[config.mk]
export PLATFORM = sky130hd
export DESIGN_NAME = periodic_report_scheduler_core
export DESIGN_NICKNAME = d
export VERILOG_FILES = /design/src/rtl/prs_pkg.sv /design/src/rtl/prs_ram.sv /design/src/rtl/periodic_report_scheduler_core.sv
export SDC_FILE = /design/constraint.sdc
export NUM_CORES = 1
export LEC_CHECK = 0
export ABC_CLOCK_PERIOD_IN_PS = 20700
export BUFFER_PORTS_ARGS = -buffer_cell sky130_fd_sc_hd__buf_2
export CAP_MARGIN = 20
export CORE_ASPECT_RATIO = 0.9
export CORE_MARGIN = 2
export CORE_UTILIZATION = 65
export CTS_CLUSTER_SIZE = 28
export DETAILED_ROUTE_END_ITERATION = 12
export GPL_TIMING_DRIVEN = 0
export PLACE_DENSITY = 0.87
export SYNTH_ARGS = -nofsm -noshare
export SYNTH_HDL_FRONTEND = slang
export SYNTH_HIERARCHICAL = 1
export SYNTH_SLANG_ARGS = --single-unit
[constraint.sdc]
create_clock -name clk -period 20.7 [get_ports clk]
set_input_delay 4.14 -clock clk [delete_from_list [all_inputs] [get_ports clk]]
set_output_delay 4.14 -clock clk [all_outputs]
set_load 0.03 [all_outputs]
[src/rtl/prs_pkg.sv]
// shared constants, types and helpers of the periodic report scheduler
package prs_pkg;

  localparam int SLOTS       = 8;
  localparam int MAX_RESULTS = 8;

  localparam int SLOT_W = (SLOTS > 1) ? $clog2(SLOTS) : 1;
  localparam int CNT_W  = $clog2(SLOTS + 1);
  localparam int N_W    = $clog2(MAX_RESULTS + 1);

  localparam logic [1:0] CMD_TICK   = 2'd0;
  localparam logic [1:0] CMD_MODIFY = 2'd1;
  localparam logic [1:0] CMD_STOP   = 2'd2;

  localparam logic KIND_DUE = 1'b0;
  localparam logic KIND_ACK = 1'b1;

  typedef enum logic [1:0] {
    ST_IDLE,
    ST_SCAN,
    ST_FINISH
  } state_t;

  typedef struct packed {
    logic [15:0] period;
    logic [7:0]  header;
    logic [15:0] offset;
    logic [7:0]  length;
    logic [15:0] counter;
  } entry_t;

  // slot number as reported: low three bits of the index
  function automatic logic [2:0] slot_code(input logic [SLOT_W-1:0] idx);
    logic [SLOT_W+2:0] wide;
    wide = {3'b000, idx};
    return wide[2:0];
  endfunction

endpackage

[src/rtl/prs_ram.sv]
// generic single write port, single read port ram with registered read
module prs_ram #(
  parameter int WIDTH = 8,
  parameter int DEPTH = 8
) (
  input  logic                                       clk,
  input  logic                                       wr_en,
  input  logic [((DEPTH > 1) ? $clog2(DEPTH) : 1)-1:0] wr_addr,
  input  logic [WIDTH-1:0]                           wr_data,
  input  logic                                       rd_en,
  input  logic [((DEPTH > 1) ? $clog2(DEPTH) : 1)-1:0] rd_addr,
  output logic [WIDTH-1:0]                           rd_data
);

  logic [WIDTH-1:0] mem [DEPTH];
  logic [WIDTH-1:0] rd_data_r;

  always_ff @(posedge clk) begin
    if (wr_en) begin
      mem[wr_addr] <= wr_data;
    end
    if (rd_en) begin
      rd_data_r <= mem[rd_addr];
    end
  end

  assign rd_data = rd_data_r;

endmodule

[src/rtl/periodic_report_scheduler_core.sv]
// periodic report scheduler core: job table walk for tick and modify commands
// tick and modify keep busy high from the accepting edge through the scan and finish states;
// the next transaction can be taken once busy has fallen
// the walk issues one table ram read per slot per cycle; the registered ram read, the empty
// cycle that closes the walk and the finishing step follow the reads
// due reports leave in the cycle after the next due slot is found, the last one (and the ack)
// in the first cycle after busy falls; stop and unused commands never raise busy
// synchronous active-low reset disables all slots and returns to idle; the ram is not cleared
module periodic_report_scheduler_core (
  input  logic        clk,
  input  logic        rst_n,
  input  logic        start,
  output logic        busy,
  input  logic [1:0]  in_command,
  input  logic [7:0]  in_job_header,
  input  logic [15:0] in_job_offset,
  input  logic [7:0]  in_job_length,
  input  logic [15:0] in_job_period,
  output logic        out_valid,
  output logic        out_kind,
  output logic        out_success,
  output logic [2:0]  out_slot,
  output logic [7:0]  out_due_header,
  output logic [15:0] out_due_offset,
  output logic [7:0]  out_due_length,
  output logic        out_last
);

  // state machine
  prs_pkg::state_t state_r, state_nxt;

  // captured command transaction
  logic [1:0]  cmd_r;
  logic [7:0]  hdr_r;
  logic [15:0] off_r;
  logic [7:0]  len_r;
  logic [15:0] per_r;

  // slot enables live in flops so stop and reset clear them at once
  logic [prs_pkg::SLOTS-1:0] enable_r, enable_nxt;

  // walk control
  logic [prs_pkg::CNT_W-1:0]  issue_r, issue_nxt;
  logic                       proc_vld_r;
  logic [prs_pkg::SLOT_W-1:0] proc_idx_r;
  logic                       issue_done;
  logic                       scan_end;

  // modify match tracking
  logic                       found_r, found_nxt;
  logic [prs_pkg::SLOT_W-1:0] found_idx_r;

  // due reports: one held back so the final one can carry last
  logic [prs_pkg::N_W-1:0] dues_r, dues_nxt;
  logic                    pend_vld_r, pend_vld_nxt;
  logic [2:0]              pend_slot_r;
  logic [7:0]              pend_hdr_r;
  logic [15:0]             pend_off_r;
  logic [7:0]              pend_len_r;

  // output register
  logic        out_valid_r, out_valid_nxt;
  logic        out_kind_r, out_kind_nxt;
  logic        out_success_r, out_success_nxt;
  logic [2:0]  out_slot_r, out_slot_nxt;
  logic [7:0]  out_hdr_r, out_hdr_nxt;
  logic [15:0] out_off_r, out_off_nxt;
  logic [7:0]  out_len_r, out_len_nxt;
  logic        out_last_r, out_last_nxt;

  // table ram ports
  logic                       rd_en;
  logic [prs_pkg::SLOT_W-1:0] rd_addr;
  prs_pkg::entry_t            rd_data;
  logic                       wr_en;
  logic [prs_pkg::SLOT_W-1:0] wr_addr;
  prs_pkg::entry_t            wr_data;

  // per-slot evaluation of the entry coming out of the ram
  logic                       accept;
  logic                       is_tick;
  logic                       en_p;
  logic [15:0]                cnt_inc;
  logic                       due_hit;
  logic                       tick_wr;
  logic                       match_hit;
  logic                       free_any;
  logic [prs_pkg::SLOT_W-1:0] free_idx;
  logic                       add_ok;

  assign busy   = (state_r != prs_pkg::ST_IDLE);
  assign accept = start && !busy;

  prs_ram #(
    .WIDTH($bits(prs_pkg::entry_t)),
    .DEPTH(prs_pkg::SLOTS)
  ) u_table (
    .clk    (clk),
    .wr_en  (wr_en),
    .wr_addr(wr_addr),
    .wr_data(wr_data),
    .rd_en  (rd_en),
    .rd_addr(rd_addr),
    .rd_data(rd_data)
  );

  // walk: one read issued per cycle, entry evaluated the cycle after
  assign issue_done = (issue_r == prs_pkg::CNT_W'(prs_pkg::SLOTS));
  assign scan_end   = issue_done && !proc_vld_r;
  assign rd_en      = (state_r == prs_pkg::ST_SCAN) && !issue_done;
  assign rd_addr    = issue_r[prs_pkg::SLOT_W-1:0];

  assign is_tick = (cmd_r == prs_pkg::CMD_TICK);
  assign en_p    = enable_r[proc_idx_r];
  // counter saturates at its maximum
  assign cnt_inc = (&rd_data.counter) ? rd_data.counter : rd_data.counter + 16'd1;

  assign tick_wr = proc_vld_r && is_tick && en_p;
  assign due_hit = tick_wr && (cnt_inc >= rd_data.period) &&
                   (dues_r < prs_pkg::N_W'(prs_pkg::MAX_RESULTS));

  // only the first enabled match counts
  assign match_hit = proc_vld_r && !is_tick && en_p && !found_r &&
                     (rd_data.header == hdr_r) && (rd_data.offset == off_r) &&
                     (rd_data.length == len_r);

  // lowest disabled slot
  always_comb begin
    free_any = 1'b0;
    free_idx = '0;
    for (int i = prs_pkg::SLOTS - 1; i >= 0; i--) begin
      if (!enable_r[i]) begin
        free_any = 1'b1;
        free_idx = prs_pkg::SLOT_W'(i);
      end
    end
  end

  assign add_ok = (state_r == prs_pkg::ST_FINISH) && (cmd_r == prs_pkg::CMD_MODIFY) &&
                  !found_r && (per_r != 16'd0) && free_any;

  // next state
  always_comb begin
    state_nxt = state_r;
    unique case (state_r)
      prs_pkg::ST_IDLE: begin
        if (accept && ((in_command == prs_pkg::CMD_TICK) ||
                       (in_command == prs_pkg::CMD_MODIFY))) begin
          state_nxt = prs_pkg::ST_SCAN;
        end
      end
      prs_pkg::ST_SCAN: begin
        if (scan_end) begin
          state_nxt = prs_pkg::ST_FINISH;
        end
      end
      prs_pkg::ST_FINISH: begin
        state_nxt = prs_pkg::ST_IDLE;
      end
      default: begin
        state_nxt = prs_pkg::ST_IDLE;
      end
    endcase
  end

  // table write back: tick counter update, period update on match, or new job
  always_comb begin
    wr_en   = 1'b0;
    wr_addr = proc_idx_r;
    wr_data = rd_data;
    priority if (tick_wr) begin
      wr_en           = 1'b1;
      wr_data.counter = due_hit ? 16'd0 : cnt_inc;
    end else if (match_hit && (per_r != 16'd0)) begin
      wr_en          = 1'b1;
      wr_data.period = per_r;
    end else if (add_ok) begin
      wr_en           = 1'b1;
      wr_addr         = free_idx;
      wr_data.period  = per_r;
      wr_data.header  = hdr_r;
      wr_data.offset  = off_r;
      wr_data.length  = len_r;
      wr_data.counter = 16'd0;
    end else begin
      wr_en = 1'b0;
    end
  end

  // walk, enable, match and pending-report bookkeeping
  always_comb begin
    issue_nxt    = issue_r;
    enable_nxt   = enable_r;
    found_nxt    = found_r;
    dues_nxt     = dues_r;
    pend_vld_nxt = pend_vld_r;
    if (accept) begin
      issue_nxt    = '0;
      found_nxt    = 1'b0;
      dues_nxt     = '0;
      pend_vld_nxt = 1'b0;
      if (in_command == prs_pkg::CMD_STOP) begin
        enable_nxt = '0;
      end
    end
    if (rd_en) begin
      issue_nxt = issue_r + prs_pkg::CNT_W'(1);
    end
    if (match_hit) begin
      found_nxt = 1'b1;
      if (per_r == 16'd0) begin
        enable_nxt[proc_idx_r] = 1'b0;
      end
    end
    if (add_ok) begin
      enable_nxt[free_idx] = 1'b1;
    end
    if (due_hit) begin
      dues_nxt     = dues_r + prs_pkg::N_W'(1);
      pend_vld_nxt = 1'b1;
    end
  end

  // result outputs
  always_comb begin
    out_valid_nxt   = 1'b0;
    out_kind_nxt    = prs_pkg::KIND_DUE;
    out_success_nxt = 1'b0;
    out_slot_nxt    = 3'd0;
    out_hdr_nxt     = 8'd0;
    out_off_nxt     = 16'd0;
    out_len_nxt     = 8'd0;
    out_last_nxt    = 1'b0;
    if ((state_r == prs_pkg::ST_SCAN) && due_hit && pend_vld_r) begin
      // a later due slot exists, so the held one is not the last
      out_valid_nxt = 1'b1;
      out_slot_nxt  = pend_slot_r;
      out_hdr_nxt   = pend_hdr_r;
      out_off_nxt   = pend_off_r;
      out_len_nxt   = pend_len_r;
    end else if (state_r == prs_pkg::ST_FINISH) begin
      if (is_tick) begin
        out_valid_nxt = pend_vld_r;
        out_slot_nxt  = pend_slot_r;
        out_hdr_nxt   = pend_hdr_r;
        out_off_nxt   = pend_off_r;
        out_len_nxt   = pend_len_r;
        out_last_nxt  = 1'b1;
      end else begin
        out_valid_nxt   = 1'b1;
        out_kind_nxt    = prs_pkg::KIND_ACK;
        out_success_nxt = found_r || add_ok;
        out_last_nxt    = 1'b1;
        if (found_r) begin
          out_slot_nxt = prs_pkg::slot_code(found_idx_r);
        end else if (add_ok) begin
          out_slot_nxt = prs_pkg::slot_code(free_idx);
        end
      end
    end
  end

  // control registers
  always_ff @(posedge clk) begin
    if (!rst_n) begin
      state_r     <= prs_pkg::ST_IDLE;
      enable_r    <= '0;
      issue_r     <= '0;
      proc_vld_r  <= 1'b0;
      found_r     <= 1'b0;
      dues_r      <= '0;
      pend_vld_r  <= 1'b0;
      out_valid_r <= 1'b0;
    end else begin
      state_r     <= state_nxt;
      enable_r    <= enable_nxt;
      issue_r     <= issue_nxt;
      proc_vld_r  <= rd_en;
      found_r     <= found_nxt;
      dues_r      <= dues_nxt;
      pend_vld_r  <= pend_vld_nxt;
      out_valid_r <= out_valid_nxt;
    end
  end

  // payload registers
  always_ff @(posedge clk) begin
    if (accept) begin
      cmd_r <= in_command;
      hdr_r <= in_job_header;
      off_r <= in_job_offset;
      len_r <= in_job_length;
      per_r <= in_job_period;
    end
    proc_idx_r <= rd_addr;
    if (match_hit) begin
      found_idx_r <= proc_idx_r;
    end
    if (due_hit) begin
      pend_slot_r <= prs_pkg::slot_code(proc_idx_r);
      pend_hdr_r  <= rd_data.header;
      pend_off_r  <= rd_data.offset;
      pend_len_r  <= rd_data.length;
    end
    out_kind_r    <= out_kind_nxt;
    out_success_r <= out_success_nxt;
    out_slot_r    <= out_slot_nxt;
    out_hdr_r     <= out_hdr_nxt;
    out_off_r     <= out_off_nxt;
    out_len_r     <= out_len_nxt;
    out_last_r    <= out_last_nxt;
  end

  assign out_valid      = out_valid_r;
  assign out_kind       = out_kind_r;
  assign out_success    = out_success_r;
  assign out_slot       = out_slot_r;
  assign out_due_header = out_hdr_r;
  assign out_due_offset = out_off_r;
  assign out_due_length = out_len_r;
  assign out_last       = out_last_r;

  // an acknowledgement is always the only result of its transaction
  a_ack_last: assert property (@(posedge clk) disable iff (!rst_n)
    out_valid && (out_kind == prs_pkg::KIND_ACK) |-> out_last)
    else $error("modify acknowledgement without last");

  // the table is never written while idle
  a_idle_no_write: assert property (@(posedge clk) disable iff (!rst_n)
    (state_r == prs_pkg::ST_IDLE) |-> !wr_en)
    else $error("table write while idle");

  // due count stays within the result limit
  a_due_cap: assert property (@(posedge clk) disable iff (!rst_n)
    dues_r <= prs_pkg::N_W'(prs_pkg::MAX_RESULTS))
    else $error("due count above limit");

  // an accepted tick starts the walk in the next cycle
  a_tick_walk: assert property (@(posedge clk) disable iff (!rst_n)
    start && !busy && (in_command == prs_pkg::CMD_TICK) |=> state_r == prs_pkg::ST_SCAN)
    else $error("tick did not start the table walk");

endmodule

==> flow_summary_export.csv, run 1 <==
group,metric,value,unit
sta,timing.final.crit_share,27.6,%
sta,min_period,5.72,ns
clocking,tritoncts,"done",
routing,via_count,15734,
clocking,cts_resized,0,
cells_and_area,drive_gt1_share,30.3,%
placement,gp_congestion,0.906,
clocking,worstSkewPairLatency,0.62,ns
outcome,status,"complete, no violations",
synth,ys_seq_area_share,74.7,%
sta,hold_viol_final,0,
floorplanning,num_io_pins,93,
clocking,cts_max_level,3,
clocking,hold_buffers,0,
sta,setup_viol,0,
routing,routed_wl,68.9,mm
clocking,postCtsSetupRepairBufs,0,
clocking,cts_buffers,69,
synth,yosys-top-cells-count,"664 x edfxtp_1, 128 x mux4_2, 101 x mux2_2",
critical_path,crit_top_cell,"buf_6",
synth,yosys_register_bits,727,
critical_path,crit_chain,"xnor2_1 -> nand4_1 -> nor4_1 -> nand4_2 -> nand2_1 -> buf_4 -> mux2i_1 -> nand2b_1 -> nor3_2 -> buf_6 -> buf_6 -> buf_6 -> buf_6",
global_routing,antenna_found_initial,2,
synth,synth_xor_area_share,1.17,%
critical_path,crit_fanout,10,
cells_and_area,n_fill_cell,2122,
clocking,clkTransAtPathRegs,0.06,ns
critical_path,worstPathRequired,21.02,ns
cells_and_area,fin_area,0.0324,mm^2
synth,yosysMostFrequentCell,"edfxtp_1",
synth,synth_top_family_by_area,"multiplexers",
job,max-cap-violations,0,
global_routing,grt_util_all_layers,31.1,%
synth,synth-compound-area-share,3.31,%
global_routing,grt_first_pass_wirelength,102,mm
pwr,ir_drop,0.0000705,V
synth,async_reset_ff_share,0,%
global_routing,grt_pass1_vias,16213,
global_routing,grt_max_degree,47,
critical_path,endpoint_kind,"register",
routing,detailedRoute.firstPassIterationCount,6,
clocking,cts-root-buf,"clkbuf_16",
placement,hpwl,40.2,mm
synth,yosys.area_share.simple,4.00,%
sta,finalMaxSlewViolations,0,
floorplanning,coreArea,0.0431,mm^2
synth,synth_area,0.0284,mm^2
routing,wl_per_cell,30.6,um
floorplanning,start_util,65.9,%
clocking,cts_buffer_depth,3,
synth,syn-mean-instance-area,19.7,um^2
pwr,powerDensity,92.1,mW/mm^2
min_path,hold_path_class,"register to register",
sta,clock.fmax,175,MHz
routing,drtAntennaViolNets,0,
critical_path,path_class,"register to register",
synth,synth_area_leaders,"edfxtp_1 70%, mux4_2 10%, dfxtp_1 4.4%",
synth,synth_ff_type,"edfxtp_1",
routing,drc,0,
pwr,report.power.total,2.99,mW
critical_path,critPathArrivalTime,6.03,ns
floorplanning,die_w,224,um
sta,finalClockSkew,0.0285,ns
cells_and_area,seq_area,0.0212,mm^2
synth,muxShareOfSynthArea,14.3,%
clocking,clkSinkCount,727,
synth,syn-num-nets,1514,
sta,rsz0062_at_grt,"false",
synth,syn_inst,1441,
placement,port_buffers,92,
sta,max-slew-margin-rel,28.9,%
critical_path,start_kind,"register",
synth,synthAdderAreaFrac,0.881,%
synth,yosys_warnings,6,
global_routing,gr-total-overflow,0,
sta,worst_pin_slew,1.06,ns
synth,synth-edff-count,664,
cells_and_area,multi_input_area,0.00677,mm^2
routing,drt_iter0_drc,2341,
pwr,leakagePower,10.6,nW
synth,synth_top_area_share,70.2,%
cells_and_area,syn2layout_area_growth,14.3,%
synth,ys_types,56,
placement,placed_area,0.0302,mm^2
cells_and_area,nets,1712,
floorplanning,die_height,202,um
routing,vias_per_cell,6.99,
critical_path,worst_path_largest_cell_delay,0.84,ns
synth,synth_top_cell_by_area,"edfxtp_1",
floorplanning,dieArea,0.0454,mm^2
critical_path,crit_slowest_cell,"nor3_2",
floorplanning,rows,72,
sta,tns,0,ns
==> placed cells by master, fill, tap and decap left out, drive strengths merged, types with 12 or more instances in the layout <==
cell,netlist,layout
o22a,16,16
nand4,24,24
o22ai,13,13
nor2b,40,40
a21boi,18,18
nor2,20,20
dfxtp,63,63
clkinv,0,25
buf,38,165
a21oi,17,17
nand3,13,13
mux2,101,101
clkbuf,19,112
edfxtp,664,664
nor3,12,12
nand2,42,42
inv,32,35
ha,20,20
mux4,128,128
nor4,20,20
xnor2,35,35
==> path summary, 6_finish.rpt <==
check,slack (ns),endpoint,depth (start not counted),from
max,14.98,u_table/mem[0][8],13,len_r[0]
min,0.44,out_due_length[2],1,pend_len_r[2]
max reg2reg,14.98,u_table/mem[0][8],13,len_r[0]
min reg2reg,0.44,out_due_length[2],1,pend_len_r[2]
==> worst max-delay path: cells and delay by family, from the launching register on <==
family	cells	cell delay (ns)
DFF	1	0.44
xor gates and xnor gates	1	0.63
and+or+nand+nor	6	3.06
muxes	1	0.16
buffers and inverters	5	1.11
==> logic make-up after synthesis <==
kind of cell             Yosys count
AND/OR/NAND/NOR                  208
AO/OA/AOI/OAI                    126
buffers and inverters             89
multiplexers                     233
adder cells (fa/ha/maj)           20
XOR/XNOR                          38
flip-flops                       727
==> registers in the layout, summed over array words and instances (netlist names), 2 cells and up <==
| register | cells |
|---|---|
| u_table/mem | 512 |
| per_r | 16 |
| pend_hdr_r | 8 |
| dues_r | 4 |
| len_r | 8 |
| enable_r | 8 |
| state_r | 2 |
| cmd_r | 2 |
| pend_len_r | 8 |
| found_idx_r | 3 |
| out_due_offset | 16 |
| issue_r | 4 |
| out_slot | 3 |
| u_table/rd_data | 64 |
| hdr_r | 8 |
| pend_off_r | 16 |
| proc_idx_r | 3 |
| pend_slot_r | 3 |
| out_due_length | 8 |
| out_due_header | 8 |
| off_r | 16 |
==> report_power, final <==
group	switching, mW	total, mW	internal [mW]
Combinational	0.0650	0.110	0.0445
Clock	0.545	1.25	0.708
Sequential	0.0137	1.63	1.61
Total	0.624	2.99	2.36
==> final cells by class <==
type / instances / area share, %
antenna: 1 / 0.00771
buffer: 57 / 1.11
clock buffer: 93 / 5.92
clock inverter: 34 / 0.941
inverter: 32 / 0.370
multi-input combinational: 625 / 20.9
sequential: 727 / 65.3
tap: 555 / 2.14
timing repair buffer: 127 / 3.29
==> metal layers <==
layer,part of all wire [%],global-route usage (%)
met5,0.019,0
met3,12,9.26
met4,5.2,14.2
met2,47,48.7
met1,35,41.0
==> per-stage QoR <==
| step | hold slack [ns] | worst slack, ns | std cells | utilization (%) |
|---|---|---|---|---|
| 2_1_floorplan | 0.378 | 13.63 | 1441 | - |
| 3_3_place_gp | 0.407 | 8.15 | 2088 | 68.6 |
| 3_5_place_dp | 0.409 | 14.64 | 2123 | 70.2 |
| 4_1_cts | 0.441 | 15.06 | 2250 | 75.3 |
| 5_1_grt | 0.442 | 14.94 | 2251 | 75.4 |
| 6_report | 0.445 | 14.98 | 2251 | 75.4 |
No activity file was read; power rests on OpenSTA's default activity.
==> run 2, diff against run 1 <==
- ABC_AREA: default -> 1
- ABC_CLOCK_PERIOD_IN_PS: 20700 -> 4700
- CORE_UTILIZATION: 65 -> 56
- PLACE_DENSITY: 0.87 -> 0.8
- clock period: 20.7 -> 4.7 ns (I/O delays scaled with it)
==> run 2 against run 1 <==
Effect of this change: clock-buffer cell count is 11 higher; first-iteration DRC count increased by 13%; register-to-register slack got worse by 15 ns; setup slack got worse by 15 ns; cell count rose by 90%; final area up 12%; power grew to 4.6 times the previous value; clock skew shrank 0.0020 ns; global-route usage shrank 4.2 points; sequential cell count is the same; largest power group unchanged.
==> flow_summary_export.csv, run 2 <==
group,metric,value,unit
global_routing,grt_first_pass_wirelength,121,mm
clocking,cts_buffers,73,
routing,drtAntennaViolNets,0,
clocking,hold_buffers,0,
routing,via_count,22655,
global_routing,gr-total-overflow,0,
routing,routed.top_layer,"met4",
placement,hpwl,52.3,mm
cells_and_area,syn2layout_area_growth,13.3,%
floorplanning,dieArea,0.0591,mm^2
synth,async_reset_ff_share,0,%
sta,max-slew-margin-rel,25.9,%
sta,timing.final.crit_share,94.5,%
critical_path,endpoint_kind,"register",
synth,synth_xor_area_share,0.574,%
synth,yosysMostFrequentCell,"nand2_1",
routing,routed_wl,78.9,mm
global_routing,antenna_found_initial,2,
critical_path,start_kind,"register",
cells_and_area,nets,3530,
floorplanning,num_io_pins,93,
synth,synth_area_leaders,"edfxtp_1 62%, nand2_1 13%, inv_1 7.7%",
clocking,cts_max_level,3,
cells_and_area,seq_area,0.0212,mm^2
critical_path,crit_fanout,26,
min_path,hold_path_class,"register to register",
placement,pre_cts_slack,0.415,ns
synth,synth_top_area_share,62.2,%
pwr,leakagePower,16.4,nW
placement,gp_congestion,0.933,
routing,dr_wl_met3,8.44,mm
synth,syn-mean-instance-area,9.80,um^2
sta,fin_ws,0.260,ns
clocking,cts-root-buf,"clkbuf_16",
sta,worst_pin_slew,1.10,ns
cells_and_area,mostFrequentLayoutCell,"nand2_1",
critical_path,reg2reg_slack,0.26,ns
critical_path,critPathTopFamily,"simple AND/OR/NAND/NOR gates",
global_routing,grt_pass1_vias,22242,
synth,ys_types,39,
synth,synth_area,0.0320,mm^2
job,max-cap-violations,0,
critical_path,crit_slowest_cell,"nand3_1",
clocking,worstSkewPairLatency,0.63,ns
critical_path,worstPathRequired,5.01,ns
clocking,clkSinkCount,727,
global_routing,grt_util_all_layers,26.9,%
sta,finalClockSkew,0.0265,ns
sta,rsz0062_at_grt,"false",
cells_and_area,largest_reg_flops,512,
synth,yosys.area_share.simple,20.9,%
sta,finalMaxSlewViolations,0,
clocking,clkTransAtPathRegs,0.06,ns
clocking,cts_resized,0,
critical_path,crit_chain,"nor2_1 -> nand2_1 -> nor2_1 -> nand2_2 -> nand3_1 -> buf_2 -> buf_2 -> nand3_1 -> nand2_1 -> nor2_4 -> buf_12 -> buf_12",
cells_and_area,drive_gt1_share,10.2,%
synth,synthAdderAreaFrac,0.781,%
synth,synth_ff_type,"edfxtp_1",
clocking,cts_buffer_depth,3,
clocking,postCtsSetupRepairBufs,0,
floorplanning,die_w,256,um
routing,wl_per_cell,18.4,um
routing,drt_iter0_drc,2639,
pwr,ir_drop,0.000305,V
synth,yosys_warnings,6,
synth,syn-num-nets,3341,
synth,synth_top_cell_by_area,"edfxtp_1",
critical_path,path_class,"register to register",
cells_and_area,n_fill_cell,4224,
synth,synth-compound-area-share,1.39,%
floorplanning,rows,83,
sta,clock.fmax,225,MHz
clocking,tritoncts,"done",
synth,synth-edff-count,664,
synth,muxShareOfSynthArea,0,%
synth,ys_seq_area_share,66.2,%
critical_path,worst_path_largest_cell_delay,0.68,ns
floorplanning,start_util,56.4,%
cells_and_area,diodes,0,
routing,drc,0,
routing,vias_per_cell,5.29,
cells_and_area,multi_input_area,0.00763,mm^2
placement,port_buffers,92,
sta,min_period,4.44,ns
floorplanning,die_height,231,um
synth,yosys_register_bits,727,
cells_and_area,final_cell_mix,"1122 x nand2_1, 664 x edfxtp_1, 657 x inv_1",
critical_path,critPathArrivalTime,4.75,ns
synth,syn_inst,3268,
sta,hold_viol_final,0,
pwr,powerDensity,379,mW/mm^2
outcome,status,"complete, no violations",
critical_path,crit_buf_inv,4,
synth,yosys-top-cells-count,"1122 x nand2_1, 664 x edfxtp_1, 660 x inv_1",
global_routing,grt_max_degree,60,
routing,wl_met1,30.2,mm
routing,detailedRoute.firstPassIterationCount,8,
synth,synth_top_family_by_area,"simple AND/OR/NAND/NOR gates",
sta,setup_viol,0,
floorplanning,coreArea,0.0568,mm^2
cells_and_area,regMostFlops,"u_table/mem",
sta,fin_hold_ws,0.397,ns
routing,wl_met2,37.0,mm
## run 2: changes by cell type after synthesis, sizes merged, moves of 101 or more
| cell | change |
|---|---|
| nor2 | +103 |
| mux4 | -128 |
| inv | +634 |
| mux2 | -101 |
| nand2 | +1087 |
| nand3 | +337 |
## run 2: layout make-up
class,count,area share [%]
sequential,727,58.4
multi-input combinational,1753,21.0
inverter,667,6.92
clock buffer,104,5.72
tap,765,2.64
timing repair buffer,114,2.48
buffer,121,2.09
clock inverter,29,0.697
## run 2: path summary, 6_finish.rpt
path,start,end,depth (start not counted)
min,issue_r[0],proc_idx_r[0],0
max,per_r[2],u_table/mem[2][56],12
min reg2reg,issue_r[0],proc_idx_r[0],0
max reg2reg,per_r[2],u_table/mem[2][56],12
## run 2: worst reg2reg max path, stage by stage (launching register included)
cell and delay (ns):
edfxtp_1 0.45, nor2_1 0.08, nand2_1 0.08, nor2_1 0.05, nand2_2 0.25, nand3_1 0.68
buf_2 0.51, buf_2 0.34, nand3_1 0.24, nand2_1 0.28, nor2_4 0.64, buf_12 0.29
buf_12 0.23
## run 2: cell families (layout without fill, tap and decap cells)
| group | after synthesis | after routing |
|---|---|---|
| AOI/OAI and AO/OA | 83 | 83 |
| xor gates and xnor gates | 21 | 21 |
| adders and majority gates | 20 | 20 |
| buffers and inverters | 788 | 1035 |
| DFF | 727 | 727 |
| and+or+nand+nor | 1629 | 1629 |
## run 2: power breakdown
group	switching (mW)	total (mW)	internal (mW)
Combinational	0.616	0.867	0.251
Sequential	0.0682	7.22	7.15
Clock	2.46	5.67	3.21
Total	3.14	13.8	10.6
## run 2: layer usage
layer	GRT usage, %	vias up
li1	-	10660
met1	34.6	10333
met2	44.6	1402
met3	5.02	260
met4	12.2	0
met5	0	-
## run 2: metrics by stage
step	cells	total power [mW]	instance area, um^2	setup TNS [ns]	util (%)
final	4280	13.8	36300	0	63.9
after global routing	4280	14.1	36300	0	63.9
after CTS	4277	13.8	36300	0	63.8
after detailed placement	4144	8.19	33900	0	59.7
after global placement	4125	8.17	33500	-1661.53	58.9
after floorplan	3268	7.87	32000	-31.02	-
